$ cat src/rtl/scf_pkg.sv
`timescale 1ns / 1ps
// ----------------------------------------------------------------------------
// Spring chain force package
// Shared widths and register indexes for the spring chain force block.
// ----------------------------------------------------------------------------
package scf_pkg;
  localparam int POS_W = 32;
  localparam int CFG_W = 32;
  localparam int PAR_W = 31;
  localparam int IDX_W = 10;
  localparam int CFG_IDX_W = 2;
  localparam int DEF_MAX_PARTICLES = 1024;
  localparam int DEF_FRAC_BITS = 16;

  localparam logic [CFG_IDX_W-1:0] REG_ANCHOR_X = 2'd0;
  localparam logic [CFG_IDX_W-1:0] REG_ANCHOR_Y = 2'd1;
  localparam logic [CFG_IDX_W-1:0] REG_REST = 2'd2;
  localparam logic [CFG_IDX_W-1:0] REG_K = 2'd3;

  typedef struct packed {
    logic signed [POS_W-1:0] pos_x;
    logic signed [POS_W-1:0] pos_y;
    logic first_in_chain;
  } in_item_t;

  typedef struct packed {
    logic [IDX_W-1:0] target_index;
    logic signed [POS_W-1:0] force_x;
    logic signed [POS_W-1:0] force_y;
    logic last_of_run;
    logic degenerate;
    logic index_overflow;
  } out_item_t;

  // Start, busy and done of the serial spring unit.
  typedef struct packed {
    logic start;
    logic busy;
    logic done;
  } unit_ctl_t;
endpackage

$ cat src/rtl/scf_spring.sv
`timescale 1ns / 1ps
// ----------------------------------------------------------------------------
// Spring chain force serial spring unit
// Computes the Hooke force for one separation bit-serially; it takes a new separation only when idle.
// ----------------------------------------------------------------------------
module scf_spring
  import scf_pkg::*;
#(
  parameter int FRAC_BITS = DEF_FRAC_BITS
) (
  input  logic clk,
  input  logic rst,
  input  logic start,
  input  logic signed [POS_W:0] dx,
  input  logic signed [POS_W:0] dy,
  input  logic [PAR_W-1:0] rest_length,
  input  logic [PAR_W-1:0] spring_k,
  output logic busy,
  output logic done,
  output logic [POS_W-1:0] fx,
  output logic [POS_W-1:0] fy,
  output logic deg
);
  // Phases: square sum, root, scaled magnitude, two quotients, two products.
  localparam logic [2:0] S_IDLE = 3'd0;
  localparam logic [2:0] S_SQR  = 3'd1;
  localparam logic [2:0] S_ROOT = 3'd2;
  localparam logic [2:0] S_Q    = 3'd3;
  localparam logic [2:0] S_DIV  = 3'd4;
  localparam logic [2:0] S_MUL  = 3'd5;
  localparam logic [2:0] S_SAT  = 3'd6;
  localparam int SW = 2*POS_W + 2;   // 66 bit square sum
  localparam int RW = POS_W + 1;     // 33 bit root
  localparam int UW = POS_W + FRAC_BITS + 1;
  localparam int PW = 2*POS_W + FRAC_BITS + 8;

  logic [2:0] state;
  logic [6:0] cnt;
  logic [POS_W-1:0] ax, ay;
  logic sx, sy, fneg;
  logic [SW-1:0] sum;
  // Bit serial add-shift squares: one bit of multiplier per cycle.
  logic [SW-1:0] acc;
  // Digit by digit root: remainder and root, two sum bits a step.
  logic [SW-1:0] rrem;
  logic [RW-1:0] root;
  logic [PW-1:0] prod;
  logic [UW-1:0] nx, ny, ux, uy, rx, ry;
  logic [PW-1:0] qv;
  logic [PW-1:0] px, py;
  logic [SW+1:0] trial;
  logic [UW:0] tx, ty;

  assign busy = (state != S_IDLE);

  always_comb begin
    trial = {rrem[SW-3:0], sum[SW-1 -: 2]} - {root, 2'b01};
  end

  always_comb begin
    tx = {rx, nx[UW-1]} - {{(UW-RW){1'b0}}, root};
    ty = {ry, ny[UW-1]} - {{(UW-RW){1'b0}}, root};
  end

  function automatic logic [POS_W-1:0] sat(input logic neg, input logic [PW-1:0] p);
    logic [PW-1:0] v;
    begin
      v = p >> FRAC_BITS;
      if (!neg) sat = (v > PW'(32'h7FFF_FFFF)) ? 32'h7FFF_FFFF : v[POS_W-1:0];
      else sat = (v > PW'(33'h0_8000_0000)) ? 32'h8000_0000 : 32'(-v[POS_W-1:0]);
    end
  endfunction

  always_ff @(posedge clk) begin
    if (rst) begin
      state <= S_IDLE;
      cnt <= '0;
      done <= 1'b0;
    end else begin
      case (state)
        S_IDLE: begin
          done <= 1'b0;
          if (start) begin
            sx <= dx[POS_W];
            sy <= dy[POS_W];
            ax <= dx[POS_W] ? POS_W'(-dx) : dx[POS_W-1:0];
            ay <= dy[POS_W] ? POS_W'(-dy) : dy[POS_W-1:0];
            acc <= '0;
            cnt <= '0;
            state <= S_SQR;
          end
        end
        S_SQR: begin
          // Square each magnitude by shifting in one bit per cycle, x then y.
          if (cnt == 7'(POS_W-1)) begin
            sum <= (acc << 1) + (ax[0] ? SW'(ax) : '0);
            acc <= '0;
            cnt <= cnt + 7'd1;
          end else if (cnt == 7'(2*POS_W-1)) begin
            sum <= sum + (acc << 1) + (ay[0] ? SW'(ay) : '0);
            rrem <= '0;
            root <= '0;
            cnt <= '0;
            state <= S_ROOT;
          end else if (cnt < 7'(POS_W)) begin
            acc <= (acc << 1) + (ax[POS_W-1-cnt[4:0]] ? SW'(ax) : '0);
            cnt <= cnt + 7'd1;
          end else begin
            acc <= (acc << 1) + (ay[POS_W-1-cnt[4:0]] ? SW'(ay) : '0);
            cnt <= cnt + 7'd1;
          end
        end
        S_ROOT: begin
          if (!trial[SW+1]) begin
            rrem <= trial[SW-1:0];
            root <= {root[RW-2:0], 1'b1};
          end else begin
            rrem <= {rrem[SW-3:0], sum[SW-1 -: 2]};
            root <= {root[RW-2:0], 1'b0};
          end
          sum <= sum << 2;
          if (cnt == 7'(RW-1)) begin
            cnt <= '0;
            state <= S_Q;
          end else begin
            cnt <= cnt + 7'd1;
          end
        end
        S_Q: begin
          if (root == '0) begin
            fx <= '0;
            fy <= '0;
            deg <= 1'b1;
            done <= 1'b1;
            state <= S_IDLE;
          end else begin
            deg <= 1'b0;
            fneg <= ({1'b0, root} > {2'b0, rest_length});
            qv <= PW'(({1'b0, root} > {2'b0, rest_length}) ?
                      {1'b0, root} - {2'b0, rest_length} :
                      {2'b0, rest_length} - {1'b0, root});
            prod <= '0;
            cnt <= '0;
            state <= S_MUL;
            nx <= {ax, {FRAC_BITS{1'b0}}, 1'b0} >> 1;
            ny <= {ay, {FRAC_BITS{1'b0}}, 1'b0} >> 1;
          end
        end
        S_MUL: begin
          // q = k*|disp| >> FRAC, k shifted in one bit per cycle.
          prod <= (prod << 1) + (spring_k[PAR_W-1-cnt[4:0]] ? qv : '0);
          if (cnt == 7'(PAR_W-1)) begin
            qv <= ((prod << 1) + (spring_k[0] ? qv : '0)) >> FRAC_BITS;
            rx <= '0;
            ry <= '0;
            cnt <= '0;
            state <= S_DIV;
          end else begin
            cnt <= cnt + 7'd1;
          end
        end
        S_DIV: begin
          // Restoring division of both magnitudes by the root, one bit a cycle.
          if (!tx[UW]) begin
            rx <= tx[UW-1:0];
            ux <= {ux[UW-2:0], 1'b1};
          end else begin
            rx <= {rx[UW-2:0], nx[UW-1]};
            ux <= {ux[UW-2:0], 1'b0};
          end
          if (!ty[UW]) begin
            ry <= ty[UW-1:0];
            uy <= {uy[UW-2:0], 1'b1};
          end else begin
            ry <= {ry[UW-2:0], ny[UW-1]};
            uy <= {uy[UW-2:0], 1'b0};
          end
          nx <= nx << 1;
          ny <= ny << 1;
          if (cnt == 7'(UW-1)) begin
            px <= '0;
            py <= '0;
            cnt <= '0;
            state <= S_SAT;
          end else begin
            cnt <= cnt + 7'd1;
          end
        end
        S_SAT: begin
          // Products q*ux and q*uy, one bit of the quotient per cycle.
          px <= (px << 1) + (ux[UW-1-cnt[5:0]] ? qv : '0);
          py <= (py << 1) + (uy[UW-1-cnt[5:0]] ? qv : '0);
          cnt <= cnt + 7'd1;
          if (cnt == 7'(UW-1)) begin
            fx <= sat(fneg != sx, (px << 1) + (ux[0] ? qv : '0));
            fy <= sat(fneg != sy, (py << 1) + (uy[0] ? qv : '0));
            done <= 1'b1;
            state <= S_IDLE;
          end
        end
        default: state <= S_IDLE;
      endcase
    end
  end

`ifndef SYNTH
  a_done_idle: assert property (@(posedge clk) disable iff (rst)
    done |-> !busy) else $error("spring done while busy");
  a_deg_zero: assert property (@(posedge clk) disable iff (rst)
    (done && deg) |-> (fx == '0 && fy == '0)) else $error("degenerate force not zero");
  a_start_idle: assert property (@(posedge clk) disable iff (rst)
    (start && !busy) |=> busy) else $error("spring did not start");
`endif
endmodule

$ cat config.mk
export PLATFORM = sky130hd
export DESIGN_NAME = scf_spring
export DESIGN_NICKNAME = d
export VERILOG_FILES = /design/src/rtl/scf_pkg.sv /design/src/rtl/scf_spring.sv
export SDC_FILE = /design/constraint.sdc
export NUM_CORES = 2
export LEC_CHECK = 0
export ABC_AREA = 0
export BUFFER_PORTS_ARGS = -buffer_cell sky130_fd_sc_hd__buf_2
export CAP_MARGIN = 10
export CORE_ASPECT_RATIO = 0.5
export CORE_MARGIN = 3
export CORE_UTILIZATION = 31
export DETAILED_ROUTE_END_ITERATION = 10
export PLACE_DENSITY = 0.53
export SETUP_SLACK_MARGIN = 0.02
export SLEW_MARGIN = 15
export SYNTH_ARGS = -nofsm -noshare
export SYNTH_HDL_FRONTEND = slang
export SYNTH_SLANG_ARGS = --single-unit
$ cat constraint.sdc
create_clock -name clk -period 31.4 [get_ports clk]
set_input_delay 4.71 -clock clk [delete_from_list [all_inputs] [get_ports clk]]
set_output_delay 4.71 -clock clk [all_outputs]
set_load 0.02 [all_outputs]
==> summary.txt <==
Routing
  • Routed Antenna Nets: 0
  • Via-per-instance ratio: approximately 5.5
  • DR iter-0 viols: 5,822
  • DRC viols: 0
  • Final WL: 285 mm
  • Routed WL per cell: ~20 microns
  • Via count: a little under 80,000
  • First drt pass iteration count: 6

STA
  • Post-route clock period utilization: around a third
  • Final hold violations: 0
  • Worst rel slew slack: 24.5%
  • Unrepaired setup endpoints after global routing: no
  • Fin crit period: 10.83 ns
  • Slew @ Worst Pin: between 1 and 1.5 ns
  • Max Clk Rate: 0.0923 GHz
  • Final TNS setup: 0 ns
  • Slew Limit Fails: 0
  • Endpoints failing setup: 0
  • Clk_skew: 0.0674 ns

Clocking
  • H-tree depth: 3
  • Clock Latency Late Sink: slightly below 0.8 ns
  • Hold_buf cts: 0
  • CTS root buffer: clkbuf_16
  • Sink Count: between 900 and 1,000
  • CTS resizes: 0
  • CTS tree: built
  • Post-CTS Setup Repair Bufs: 0
  • Clk buf depth: 3
  • Clk slew on worst S/H paths: 0.06 ns
  • CTS Buf Count: between 100 and 150

Finish
  • Commonest non-fill, non-tap cells in the layout: 1,028 x nor2_1, 1,004 x a21oi_1, 956 x edfxtp_1
  • Fraction of layout cells with a size suffix above 1: 6.41%
  • Nets: 11,400
  • Most common cell after layout, fill and taps aside: nor2_1
  • Final Core Density: approximately 34%
  • Area grow syn2layout: 9.45%

Worst hold path
  • Hold Path Class: register to register
  • Hold Startpoint: ux[43]$_DFFE_PP_

Place
  • Gpl congestion: 0.917
  • Final HPWL DP: between 200 and 250 mm
  • IO Port Bufs: between 150 and 200

Pwr
  • Leakage: about 40 nW
  • VDD IR max: approximately 0.041 mV
  • Final Power: 3.75 mW
  • PwrDens: 37.9 nW/um^2

Global routing
  • First-pass GRT wire length: between 400 and 500 mm
  • Met1 usage in global routing: approximately 26%
  • Met3 GRT Util: 2.05%
  • GR Util All Layers: between 10% and 20%
  • Antenna violations before repair: 20
  • Most used routing layer: met2
  • Largest net degree at the start of global routing: between 100 and 150
  • Vias in the first global route: roughly 75,000
  • M2 GR Usage: between 30% and 40%
  • GRT Residual Overflow: 0

Worst setup path
  • CP arrival: 11.30 ns
  • Crit-path leading delay family: compound AO/OA/AOI/OAI gates
  • Critical Path End Type: register
  • Critical path type: input port to register
  • Worst r2r src: cnt[0]$_SDFFE_PP0P_
  • Max stage delay on crit path: ~0.6 ns
  • Worst Setup Start Kind: input port
  • Largest fanout on the critical path: 73
  • Critical path buffers and inverters: 3
  • Slowest cell on the critical path: buf_4
  • Most used cell, CP: nor2_1
  • CP cell instances: buf_2 > buf_4 > mux4_2 > mux4_2 > mux2i_4 > buf_4 > nor2b_1 > ha_1 > nor2b_1 > o21ai_0 > a21oi_1 > nor2_1 > o21ai_0 > a2111o_1 > a211oi_1 > nor2_1 > a21oi_1 > o31ai_1 > a41oi_1 > or2_2 > o41ai_1 > a21boi_0 > xor2_1 > nor2_1
  • CP Launch Point: spring_k[0]
  • CP required: between 30 and 40 ns

Synthesis
  • Synth Area in Adders: approximately 13%
  • Register area share after synthesis: a little under a third
  • Gate Count Post-Synth: around 10,000
  • Synth top area share: 31.7%
  • Syn nets: 11,400
  • Mean Syn Cell Area: 8.69 sq um
  • Most used flip-flop cell after synthesis: edfxtp_1
  • Post-synthesis mux area share: under 10%
  • Cell area after synthesis: 90,500 sq um
  • Area leader, netlist: edfxtp_1
  • Synth area leaders: edfxtp_1 32%, ha_1 12%, a21oi_1 5.6%, xnor2_1 5.1%, nor2_1 4.3%
  • Post-synth EDFFs: ~960
  • Seq cells post-synth: between 900 and 1,000
  • Synth cell types: around 110
  • Total of warnings raised by yosys: 0
  • Largest family of logic cells by synthesized area: compound AO/OA/AOI/OAI gates
  • Synth Area in Compound Gates: between 20% and 30%
  • Synth async-reset ratio: 0%
  • Simple-gate share of the synthesized area: ~21%
  • Post-synthesis xor/xnor area fraction: 7.98%

Floorplan
  • Die X: roughly 770 microns
  • DIE AREA: around 300,000 sq um
  • Ports: slightly below 200
  • Die Ht: approximately 390 microns
  • Area of the core: 289,000 sq um
  • Initial core utilization: 31.3%
  • Row count: 139

Flow run
  • Max-cap viol count: 0

Outcome
  • Outcome: complete, no violations
==> through the flow <==
stage          cells  hold slack, ns  worst slack (ns)  cell area (sq um)
2_1_floorplan  10400           0.421             12.85              90500
5_1_grt        14300           0.455             20.12              99100
6_report       14300           0.437             20.57              99100
3_5_place_dp   14100           0.429             19.85              95400
4_1_cts        14300           0.438             20.66              99000
3_3_place_gp   14100           0.424             19.81              95400
==> routing by layer <==
layer  vias to the layer above  wire, microns  share of wire [%]
met5                         -              0                  0
met2                      1780         131000                 46
met3                       319          12200                4.3
met4                         0           6880                2.4
met1                     37900         136000                 47
li1                      38200              -                  -
==> worst register-to-register path, delay by kind of cell, from the launching register on <==
family	cells	cell delay (ns)
AO/OA/AOI/OAI	15	4.49
adder cells (fa/ha/maj)	3	0.92
buffers and inverters	5	1.86
flip-flops	1	0.66
multiplexers	3	0.68
AND/OR/NAND/NOR	3	0.90
==> logic make-up after synthesis <==
group | count (synthesis)
xor+xnor | 822
simple gates | 3820
fa+ha+maj | 882
buf+inv | 774
compound gates | 3027
mux | 121
flops | 967
==> path summary, 6_finish.rpt <==
path,end,slack [ns],depth (start not counted)
worst min register to register,ux[44]$_DFFE_PP_,0.44,0
worst min-delay path,ux[44]$_DFFE_PP_,0.44,0
worst max register to register,py[85]$_SDFFCE_PP0P_,21.69,29
worst max-delay path,prod[55]$_SDFFCE_PN0P_,20.57,24
==> where the power goes <==
part	internal (mW)	switching (mW)
clock	0.736	0.611
sequential	1.44	0.0334
combinational	0.391	0.541
==> cell type report <==
class	instances	area, sq um
Clock buffer	116	2670
Antenna cell	7	17.5
Timing Repair Buffer	274	1600
Sequential cell	967	28900
Inverter	322	1210
Multi-Input combinational cell	8672	58900
Tap cell	3877	4850
Fill cell	30100	190000
Clock inverter	77	918
==> cell usage after synthesis, types with 230 or more instances <==
cell type  number
a21o_1        464
a21oi_1      1008
and2_1        473
clkbuf_1      404
edfxtp_1      956
ha_1          841
inv_1         319
nand2_1       935
nor2_1       1035
nor3_1        230
o21ai_0       605
xnor2_1       532
xor2_1        287
==> sequential cells by signal, summed over array words and instances, names as in the netlist, 49 cells and up <==
name / flops
acc: 65
prod: 87
px: 87
py: 87
qv: 73
rrem: 64
rx: 49
ry: 49
sum: 66
ux: 49
uy: 49
No activity file was read; power rests on OpenSTA's default activity.
